$ cat config.mk
export PLATFORM = sky130hd
export DESIGN_NAME = double_ended_queue
export DESIGN_NICKNAME = d
export VERILOG_FILES = /design/src/dq_pkg.sv /design/src/dq_ctrl.sv /design/src/dq_datapath.sv /design/src/double_ended_queue.sv
export SDC_FILE = /design/constraint.sdc
export NUM_CORES = 2
export LEC_CHECK = 0
export BUFFER_PORTS_ARGS = -buffer_cell sky130_fd_sc_hd__buf_2
export CORE_MARGIN = 2
export CORE_UTILIZATION = 55
export DETAILED_ROUTE_END_ITERATION = 6
export GPL_TIMING_DRIVEN = 0
export HOLD_SLACK_MARGIN = 0.08
export PLACE_DENSITY = 0.71
export SLEW_MARGIN = 15
export SYNTH_ARGS = -nofsm -noshare
export SYNTH_HDL_FRONTEND = slang
export SYNTH_SLANG_ARGS = --single-unit
$ cat constraint.sdc
create_clock -name clk -period 12.5 [get_ports clk]
set_clock_uncertainty 0.1 [all_clocks]
set_input_delay 1.25 -clock clk [delete_from_list [all_inputs] [get_ports clk]]
set_output_delay 1.25 -clock clk [all_outputs]
set_load 0.1 [all_outputs]
$ cat src/dq_pkg.sv
// Package for the double-ended queue: operation and status codes, default
// sizes and the command and status bundles between controller and datapath.
// Used by dq_ctrl, dq_datapath and double_ended_queue.
`timescale 1ns / 1ps

package dq_pkg;

  // Width of one element and default number of entries in the store.
  localparam int DATA_W    = 32;
  localparam int DEPTH_DEF = 64;

  // Operation codes carried by the op field; codes five to seven are ignored.
  typedef enum logic [2:0] {
    OP_PUSH_FRONT = 3'd0,
    OP_PUSH_BACK  = 3'd1,
    OP_POP_FRONT  = 3'd2,
    OP_POP_BACK   = 3'd3,
    OP_DUMP       = 3'd4
  } op_t;

  // Status codes reported with each result.
  typedef enum logic [1:0] {
    ST_OK    = 2'd0,
    ST_UNDER = 2'd1,
    ST_OVER  = 2'd2
  } status_t;

  // Controller states.
  typedef enum logic [1:0] {
    S_IDLE = 2'd0,
    S_DUMP = 2'd1,
    S_WAIT = 2'd2
  } dq_state_t;

  // Commands from the controller to the datapath, at most one set per cycle.
  typedef struct packed {
    logic push_front;
    logic push_back;
    logic pop_front;
    logic pop_back;
    logic dump_start;
    logic dump_read;
    logic err_over;
    logic err_under;
  } dq_cmd_t;

  // Status from the datapath to the controller.
  typedef struct packed {
    logic empty;
    logic full;
    logic dump_last;
  } dq_stat_t;

endpackage

$ cat src/dq_ctrl.sv
// Controller of the double-ended queue: decodes each accepted item and
// sequences pops and dumps. Depends on dq_pkg; drives dq_datapath.
`timescale 1ns / 1ps

module dq_ctrl
  import dq_pkg::*;
(
  input  logic       clk,
  input  logic       rst,
  input  logic       start,
  input  logic [2:0] op,
  input  dq_stat_t   stat,
  output dq_cmd_t    cmd,
  output logic       busy
);

  dq_state_t state;
  dq_state_t state_next;

  // State register.
  always_ff @(posedge clk) begin
    if (rst) begin
      state <= S_IDLE;
    end else begin
      state <= state_next;
    end
  end

  // Next state: pops wait in S_WAIT for the store read, dumps stream reads.
  always_comb begin
    state_next = state;
    unique case (state)
      S_IDLE: begin
        if (start) begin
          if ((op == OP_POP_FRONT || op == OP_POP_BACK) && !stat.empty) begin
            state_next = S_WAIT;
          end else if (op == OP_DUMP && !stat.empty) begin
            state_next = S_DUMP;
          end
        end
      end
      S_DUMP: begin
        if (stat.dump_last) begin
          state_next = S_WAIT;
        end
      end
      S_WAIT: begin
        state_next = S_IDLE;
      end
      default: begin
        state_next = S_IDLE;
      end
    endcase
  end

  // Command decode.
  always_comb begin
    cmd  = '0;
    busy = (state != S_IDLE);
    unique case (state)
      S_IDLE: begin
        if (start) begin
          unique case (op)
            OP_PUSH_FRONT: begin
              cmd.err_over   = stat.full;
              cmd.push_front = !stat.full;
            end
            OP_PUSH_BACK: begin
              cmd.err_over  = stat.full;
              cmd.push_back = !stat.full;
            end
            OP_POP_FRONT: begin
              cmd.err_under = stat.empty;
              cmd.pop_front = !stat.empty;
            end
            OP_POP_BACK: begin
              cmd.err_under = stat.empty;
              cmd.pop_back  = !stat.empty;
            end
            OP_DUMP: begin
              cmd.err_under  = stat.empty;
              cmd.dump_start = !stat.empty;
            end
            default: begin
            end
          endcase
        end
      end
      S_DUMP: begin
        cmd.dump_read = 1'b1;
      end
      S_WAIT: begin
      end
      default: begin
      end
    endcase
  end

endmodule

$ cat src/dq_datapath.sv
// Datapath of the double-ended queue: circular element store, indices,
// occupancy, dump walker and result registers. Depends on dq_pkg.
`timescale 1ns / 1ps

module dq_datapath
  import dq_pkg::*;
#(
  parameter int DEPTH = DEPTH_DEF
) (
  input  logic                     clk,
  input  logic                     rst,
  input  dq_cmd_t                  cmd,
  input  logic signed [DATA_W-1:0] value,
  output dq_stat_t                 stat,
  output logic                     strobe,
  output logic signed [DATA_W-1:0] item,
  output logic [1:0]               status,
  output logic                     last
);

  localparam int AW = $clog2(DEPTH);
  localparam int CW = $clog2(DEPTH + 1);
  localparam logic [AW-1:0] LAST_IDX = AW'(DEPTH - 1);
  localparam logic [CW-1:0] FULL_CNT = CW'(DEPTH);

  logic signed [DATA_W-1:0] mem [DEPTH];
  logic signed [DATA_W-1:0] rdata;

  logic [AW-1:0] front;
  logic [AW-1:0] back;
  logic [CW-1:0] count;
  logic [AW-1:0] dptr;
  logic [CW-1:0] dcnt;
  logic          rd_pend;
  logic          rd_last;

  logic [AW-1:0] front_inc;
  logic [AW-1:0] front_dec;
  logic [AW-1:0] back_inc;
  logic [AW-1:0] back_dec;
  logic [AW-1:0] dptr_inc;
  logic [AW-1:0] waddr;
  logic [AW-1:0] raddr;
  logic          we;
  logic          re;

  // Index arithmetic wrapping at the store depth.
  assign front_inc = (front == LAST_IDX) ? '0 : front + AW'(1);
  assign front_dec = (front == '0) ? LAST_IDX : front - AW'(1);
  assign back_inc  = (back == LAST_IDX) ? '0 : back + AW'(1);
  assign back_dec  = (back == '0) ? LAST_IDX : back - AW'(1);
  assign dptr_inc  = (dptr == LAST_IDX) ? '0 : dptr + AW'(1);

  // Status back to the controller.
  assign stat.empty     = (count == '0);
  assign stat.full      = (count == FULL_CNT);
  assign stat.dump_last = (dcnt == CW'(1));

  // Store addresses. An empty queue takes its first item at the front index.
  always_comb begin
    we    = cmd.push_front | cmd.push_back;
    re    = cmd.pop_front | cmd.pop_back | cmd.dump_read;
    waddr = front;
    if (count != '0) begin
      waddr = cmd.push_front ? front_dec : back_inc;
    end
    raddr = dptr;
    if (cmd.pop_front) begin
      raddr = front;
    end else if (cmd.pop_back) begin
      raddr = back;
    end
  end

  // Element store with a registered read port.
  always_ff @(posedge clk) begin
    if (we) begin
      mem[waddr] <= value;
    end
    if (re) begin
      rdata <= mem[raddr];
    end
  end

  // Indices, occupancy and the dump walker.
  always_ff @(posedge clk) begin
    if (rst) begin
      front   <= '0;
      back    <= '0;
      count   <= '0;
      dcnt    <= '0;
      rd_pend <= 1'b0;
    end else begin
      rd_pend <= re;
      if (cmd.push_front) begin
        if (count == '0) begin
          back <= front;
        end else begin
          front <= front_dec;
        end
        count <= count + CW'(1);
      end
      if (cmd.push_back) begin
        if (count == '0) begin
          back <= front;
        end else begin
          back <= back_inc;
        end
        count <= count + CW'(1);
      end
      if (cmd.pop_front) begin
        if (count > CW'(1)) begin
          front <= front_inc;
        end
        count <= count - CW'(1);
      end
      if (cmd.pop_back) begin
        if (count > CW'(1)) begin
          back <= back_dec;
        end
        count <= count - CW'(1);
      end
      if (cmd.dump_start) begin
        dcnt <= count;
      end
      if (cmd.dump_read) begin
        dcnt <= dcnt - CW'(1);
      end
    end
  end

  // Payload side of the walker and the pending read's last flag.
  always_ff @(posedge clk) begin
    if (cmd.dump_start) begin
      dptr <= front;
    end else if (cmd.dump_read) begin
      dptr <= dptr_inc;
    end
    if (cmd.pop_front || cmd.pop_back) begin
      rd_last <= 1'b1;
    end else if (cmd.dump_read) begin
      rd_last <= (dcnt == CW'(1));
    end
  end

  // Result strobe.
  always_ff @(posedge clk) begin
    if (rst) begin
      strobe <= 1'b0;
    end else begin
      strobe <= rd_pend | cmd.push_front | cmd.push_back | cmd.err_over | cmd.err_under;
    end
  end

  // Result payload: read data when a read is pending, else an acknowledgement.
  always_ff @(posedge clk) begin
    if (rd_pend) begin
      item   <= rdata;
      status <= ST_OK;
      last   <= rd_last;
    end else begin
      item <= '0;
      last <= 1'b1;
      if (cmd.err_over) begin
        status <= ST_OVER;
      end else if (cmd.err_under) begin
        status <= ST_UNDER;
      end else begin
        status <= ST_OK;
      end
    end
  end

`ifndef SYNTHESIS
  // Occupancy never goes beyond the store depth.
  a_count_bound: assert property (@(posedge clk) disable iff (rst)
    count <= FULL_CNT)
    else $error("occupancy exceeds depth");

  // With a single element both indices point at it.
  a_single_same: assert property (@(posedge clk) disable iff (rst)
    (count == CW'(1)) |-> (front == back))
    else $error("indices differ with one element");

  // Every pending store read turns into a result in the next cycle.
  a_read_result: assert property (@(posedge clk) disable iff (rst)
    rd_pend |=> strobe)
    else $error("pending read gave no result");

  // A pop changes occupancy by exactly one.
  a_pop_count: assert property (@(posedge clk) disable iff (rst)
    (cmd.pop_front || cmd.pop_back) |=> (count == $past(count) - CW'(1)))
    else $error("pop did not decrement occupancy");
`endif

endmodule

$ cat src/double_ended_queue.sv
// Push, overflow and underflow results appear in the cycle after the item is
// accepted, with busy staying low: one item per cycle. A pop result goes
// through the store read register, then the result registers; busy is high
// one cycle. A dump of N elements gives results one per cycle from the single
// store read port, busy high in S_DUMP and S_WAIT. Results cannot stall.
// Synchronous reset empties the queue; store contents are left as they are.
`timescale 1ns / 1ps

module double_ended_queue
  import dq_pkg::*;
#(
  parameter int DEPTH = DEPTH_DEF
) (
  input  logic                     clk,
  input  logic                     rst,
  input  logic                     start,
  output logic                     busy,
  input  logic [2:0]               op,
  input  logic signed [DATA_W-1:0] value,
  output logic                     strobe,
  output logic signed [DATA_W-1:0] item,
  output logic [1:0]               status,
  output logic                     last
);

  dq_cmd_t  cmd;
  dq_stat_t stat;

  // Controller: decodes items and sequences reads.
  dq_ctrl u_ctrl (
    .clk   (clk),
    .rst   (rst),
    .start (start),
    .op    (op),
    .stat  (stat),
    .cmd   (cmd),
    .busy  (busy)
  );

  // Datapath: store, indices and result registers.
  dq_datapath #(
    .DEPTH (DEPTH)
  ) u_datapath (
    .clk    (clk),
    .rst    (rst),
    .cmd    (cmd),
    .value  (value),
    .stat   (stat),
    .strobe (strobe),
    .item   (item),
    .status (status),
    .last   (last)
  );

endmodule

### After elaboration in Yosys (flattened, before gate mapping)

Memory sizes are Yosys's and may differ from the RTL's. A register that Yosys moved wholly into a read port is not among the register bits.
Index checks and enable logic that the tools add are counted.

| word-level totals | value |
|---|---|
| register bits after elaboration | 72 |
| memory bits (writable) | 2048 |
| input bits | 38 |
| output and inout port bits | 37 |
| memories kept | 1 |

| cells by class | value |
|---|---|
| add/subtract/negate cells | 8 |
| magnitude comparators | 1 |
| eq/ne operators | 13 |
| mux-type cells | 48 |
| bitwise operators | 7 |
| reduce and logical (&&, ||, !) cells | 19 |

Memory list:

| memory | depth | bits a word | read ports | clocked after memory_dff | wr ports | line | text |
|---|---|---|---|---|---|---|---|
| u_datapath.mem | 64 | 32 | 1 | 1 | 1 | dq_datapath.sv:26 | `logic signed [DATA_W-1:0] mem [DEPTH];` |

Operators with widths:

| kind | number |
|---|---|
| two-way mux 6 bit | 21 |
| two-way mux 7 bit | 6 |
| adder 6 x 1 -> 6 bit, second input constant | 3 |
| == test 6 bit, second input constant | 3 |
| two-way mux 2 bit | 7 |
| subtractor 7 x 1 -> 7 bit, second input constant | 2 |
| logical NOT 6 bit | 2 |
| subtractor 6 x 1 -> 6 bit, second input constant | 2 |
| two-way mux 1 bit | 11 |
| two-way mux 5 bit | 2 |
| adder 7 x 1 -> 7 bit, second input constant | 1 |
| == test 7 x 1 -> 1 bit, second input constant | 1 |
| == test 7 bit, second input constant | 1 |
| > comparator 7 x 1 -> 1 bit, second input constant | 1 |
| logical NOT 7 bit | 1 |
| bitwise OR 1 bit | 7 |
| nonzero test 7 bit | 1 |
| == test 3 x 2 -> 1 bit, second input constant | 2 |
| != test 2 bit, second input constant | 2 |
| one-hot mux 2 bit (2 select lines) | 1 |
| nonzero test 2 bit | 2 |
| nonzero test 4 bit | 1 |
| OR reduction 2 bit | 2 |
| == test 3 x 1 -> 1 bit, second input constant | 1 |
| other kinds (10) | 13 |

### Longest topological paths before layout

| depth | value |
|---|---|
| depth in word-level cells | 9 |
| mapped depth | 15 |
| mapped depth without buffers | 10 |

### By module

From an unflattened synthesis, not the netlist that was laid out.

| unflattened totals | value |
|---|---|
| cells, all modules | 6071 |
| area, all modules | 84414.7 um^2 |

By module, submodules not included:

| module | instances | cells each | area an instance (um^2) | seq. area each (um^2) |
|---|---|---|---|---|
| dq_datapath | 1 | 6048 | 84182.0 | 63921.3 |
| dq_ctrl | 1 | 23 | 232.7 | 40.0 |

### Worst setup path before layout

Ideal clock, no wire load.

| timing | value |
|---|---|
| kind | input to register |
| start point | input start |
| end point | memory u_datapath.mem[56][0] (enable) |
| setup time | 0.421 ns |
| arrival time | 4.712 ns |
| data required time | 11.979 ns |
| path slack | 7.267 ns |
| stages on the path | 9 |
| buffers on the path | 2 |
| cells stage by stage | or3b_1 -> buf_4 -> a2111oi_2 -> nand2_1 -> a21oi_1 -> nor2_1 -> or3_1 -> clkbuf_1 -> nor2_1 |

| on the way | value |
|---|---|
| cells in the longest elaborated chain, start to end | 5 |
| elaborated cells between the ends (all ways) | 7 |

Ends and longest elaborated chain:

| item | line | text |
|---|---|---|
| start: declaration | double_ended_queue.sv:16 | `input logic start,` |
| two-way mux 5 bit (*) | dq_ctrl.sv:62 | `if (start) begin` |
| two-way mux 5 bit (*) | dq_ctrl.sv:60 | `unique case (state)` |
| bitwise OR 1 bit | dq_datapath.sv:61 | `we = cmd.push_front \| cmd.push_back;` |
| two-way mux 1 bit | dq_datapath.sv:77 | `if (we) begin` |
| two-way mux 1 bit (implied by the code) | dq_datapath.sv:78 | `mem[waddr] <= value;` |
| end: declaration | dq_datapath.sv:26 |  |

Mark *: on every way between the ends. The rest lies on a longest branch, timed or not.

### Final worst setup path

| timing | value |
|---|---|
| start point | register u_datapath.count[0] |
| end point | register u_datapath.rdata[24] (read register of u_datapath.mem), data pin |

| on the way | value |
|---|---|
| cells in the longest elaborated chain, start to end | 7 |
| elaborated cells between the ends (all ways) | 10 |

Ends and longest elaborated chain:

| item | line | text |
|---|---|---|
| start: declaration | dq_datapath.sv:31 | `logic [CW-1:0] count;` |
| start signal: assignment | dq_datapath.sv:101 | `count <= count + CW'(1);` |
| start signal: assignment | dq_datapath.sv:109 | `count <= count + CW'(1);` |
| start signal: assignment | dq_datapath.sv:115 | `count <= count - CW'(1);` |
| logical NOT 7 bit (*) | dq_datapath.sv:55 | `assign stat.empty = (count == '0);` |
| logical NOT 1 bit (*) | dq_ctrl.sv:74, dq_ctrl.sv:78 |  |
| two-way mux 1 bit | dq_ctrl.sv:63 | `unique case (op)` |
| two-way mux 5 bit (*) | dq_ctrl.sv:62 |  |
| two-way mux 5 bit (*) | dq_ctrl.sv:60 |  |
| two-way mux 6 bit / bitwise OR 1 bit (equally long branches) | dq_datapath.sv:70, dq_datapath.sv:62 |  |
| two-way mux 6 bit / bitwise OR 1 bit (equally long branches) | dq_datapath.sv:68, dq_datapath.sv:62 |  |
| end: declaration | dq_datapath.sv:27 | `logic signed [DATA_W-1:0] rdata;` |

Marked as above.
A chain may end at the register's enable or synchronous reset.

==> run_results.csv <==
group,metric,value,unit
run_status,status,"complete, but fails checks",
run_status,violations,"DRC",
yosys,ys_seq_area_frac,0.759,
routing,via_per_inst,6.49,
pwr,irDropWorstVdd,0.131,mV
yosys,yosysUniqueCellTypes,68,
routing,num_vias,46984,
cts,clkLatencyLatePin,0.84,ns
place,hpwlAfterDp,156,mm
sta,min_period,6.15,ns
grt,antenna_found_initial,25,
grt,track_usage,0.302,
pwr,p_clk_frac,0.406,
floorplanning,initial_utilization,0.554,
routing,drc_errors,10,
pwr,p_seq_frac,0.527,
yosys,synth_edf_count,2086,
pwr,leakage,32.7,nW
grt,grt_max_degree,65,
routing,drt-initial-drc-count,7907,
sta,min_period_over_period,0.492,
cts,clock-sinks,2152,
hold_path,hold_path.class,"reg -> reg",
place,postPlaceCellArea,90100,sq um
sta,tns,0,ns
yosys,yosysWarningCount,0,
cts,cts_hold_buf,0,
cts,tritoncts,"yes",
cts,clockRootBuffer,"clkbuf_16",
final_layout,area_growth,14.9,%
floorplanning,die_h,396,um
setup_path,cp_max_fo,10,
grt,grt_pass1_vias,44774,
floorplanning,core.rowCount,143,
routing,drt-total-wl,238,mm
sta,max_freq,163,MHz
setup_path,required,13.03,ns
setup_path,slowest_delay,1.08,ns
cts,cts_made_buffers,207,
setup_path,setup.worst_path.end_class,"flip-flop",
setup_path,worstPathArrival,6.68,ns
yosys,syn_area,84300,sq um
setup_path,cp_slowest_cell,"mux2i_1",
sta,slew_violations,0,
run,maxCapViolCount,0,
yosys,yosysTopAreaCell,"edfxtp_1",
floorplanning,dieWidth,396,um
final_layout,num-nets-final,5038,
pwr,p_int,11.7,mW
pwr,power_switching,3.35,mW
cts,cts_buffer_depth,3,
pwr,combPwrFrac,0.067,
grt,grt_pass1_wl,331,mm
floorplanning,core,152000,sq um
yosys,syn_avg_cell_area,18.3,sq um
yosys,synthCells,4598,
cts,postCtsSetupRepairBufs,0,
routing,dr.pass1.iters,7,
yosys,synth_nets,4648,
yosys,ys_top_cells_by_area,"edfxtp_1 (74%), mux2i_1 (9.2%), mux4_2 (5.0%), dfxtp_1 (1.6%), nand2_1 (1.4%)",
pwr,finalPower,15.1,mW
sta,hold_viol,0,
sta,finalSetupViolations,0,
setup_path,critical_path.startpoint_type,"flip-flop",
pwr,swShare,0.222,
yosys,ys.flop_type,"edfxtp_1",
pwr,powerDensity,156,nW/um^2
sta,rsz0062_at_grt,"no",
sta,worstMarginPinSlew,1.32,ns
cts,clk_pin_slew_worst_paths,0.06,ns
final_layout,drive_above_1_share,0.170,
sta,slew_headroom,0.0974,
floorplanning,io_pins,75,
routing,ant_nets,0,
final_layout,finalInstanceArea,96800,sq um
cts,cts_resized,0,
floorplanning,die-area,156000,sq um
routing,wire_per_inst,32.9,um
grt,grt_overflow,0,
yosys,synth_top_area_share,0.743,
setup_path,crit_type,"reg -> reg",
yosys,synthArstFlopShare,0,
place,gp_congestion,0.898,
place,port-buffer-count,73,
cts,htreeDepth,4,
setup_path,crit_chain,"inv_1 > ha_1 > nor2b_1 > a211oi_4 > mux2i_1 > nor2_1 > nand3_1 > clkbuf_1 > o22ai_1 > nor4_1 > and3_1",
yosys,synth.ff_latch_count,2152,
[power groups by stage]
stage               clock, mW  sequential (mW)  combinational, mW
CTS                      6.14             7.95              0.986
global route             6.42             7.95               1.04
floorplan                   0             8.12              0.513
finish                   6.12             7.95               1.01
global placement            0             8.11              0.930
detailed placement          0             8.11              0.982
[routing by layer]
metal / part of all wire / vias up / wire length (um) / global-route usage
met5: 0.00021 / - / 49 / 0
met3: 0.13 / 511 / 30500 / 0.0859
met1: 0.38 / 24109 / 89700 / 0.421
met4: 0.052 / 6 / 12500 / 0.144
li1: - / 19266 / - / -
met2: 0.44 / 3092 / 105000 / 0.442
[registers in the layout, indices dropped and copies added (netlist names)]
signal	count
u_datapath.last	1
u_datapath.rdata	32
u_datapath.rd_last	1
u_datapath.rd_pend	1
u_datapath.front	6
u_datapath.strobe	1
u_datapath.dptr	6
u_datapath.dcnt	7
u_datapath.back	6
u_datapath.count	7
u_datapath.item	32
u_ctrl.state	2
u_datapath.mem	2048
u_datapath.status	2
[cells in the mapped netlist (9+ instances only)]
cell type,count
o22ai_1,147
a22oi_1,62
a211oi_1,36
ha_1,12
xnor2_1,11
inv_1,22
and3_1,33
buf_1,16
mux4_2,188
or3_1,9
buf_2,55
and2_1,37
a2111oi_0,35
buf_4,23
nand2_1,325
nor2_1,123
o21ai_0,21
nor4_1,40
dfxtp_1,66
edfxtp_1,2086
clkbuf_1,105
a21oi_1,119
mux2i_1,771
nand3_1,69
buf_6,45
o211ai_1,20
[worst paths after layout]
path / cells past startpoint / endpoint / slack, ns / start
worst min-delay path: 1 / u_datapath.last / 0.34 / u_datapath.rd_last
worst max-delay path: 11 / u_datapath.rdata[24] / 6.35 / u_datapath.count[0]
worst max register to register: 11 / u_datapath.rdata[24] / 6.35 / u_datapath.count[0]
worst min register to register: 1 / u_datapath.last / 0.34 / u_datapath.rd_last
[critical path, delay by kind of cell, from the launching register on]
| family | cells | cell delay (ns) |
|---|---|---|
| AO/OA/AOI/OAI | 2 | 0.95 |
| adder cells (fa/ha/maj) | 1 | 0.26 |
| buffers and inverters | 2 | 0.85 |
| flip-flops | 1 | 0.45 |
| multiplexers | 1 | 1.08 |
| AND/OR/NAND/NOR | 5 | 2.22 |
[cell type report]
class,instances,area (sq um)
flip-flops and latches,2152,64000
fillers,10343,55200
multi-input cells,2170,19300
clock buffers,280,5690
repair buffers,181,2660
well taps,2030,2540
plain buffers,254,1580
clock inverters,101,896
diodes,47,118
inverters,22,82.6
[stage by stage]
stage,cells,setup slack (ns),utilization,hold slack (ns)
after global routing,7234,6.47,0.637,0.356
after floorplan,4598,7.27,-,0.312
final,7237,6.35,0.637,0.342
after CTS,7190,6.69,0.636,0.344
after global placement,6701,4.76,0.573,0.325
after detailed placement,6809,5.87,0.593,0.331
[cells in the final DEF (no fill, tap or decap), drive strengths merged, types with 4 or more instances in the layout]
master	instances
xnor2	11
ha	12
nand2	325
nand3	69
nor2	124
o22ai	147
diode	47
nor4	41
nand4	7
a2111oi	36
bufinv	14
a311oi	5
xor2	7
buf	330
dfxtp	66
nor2b	7
clkinv	79
a221oi	4
o211ai	20
o32ai	4
inv	27
a31oi	4
a22oi	62
nand2b	6
or2	4
and3	33
nor3	7
a21boi	4
mux2	7
a211oi	37
o21ai	25
a21oi	119
and2	37
mux2i	771
clkbuf	385
mux4	188
or3	9
edfxtp	2086
[logic make-up after synthesis]
group,synth area share
adders and majority gates,0.00178
buffers and inverters,0.0196
muxes,0.143
AOI/OAI and AO/OA,0.0391
DFF,0.759
xor gates and xnor gates,0.00187
and+or+nand+nor,0.0363
(Power assumes the default switching activity.)
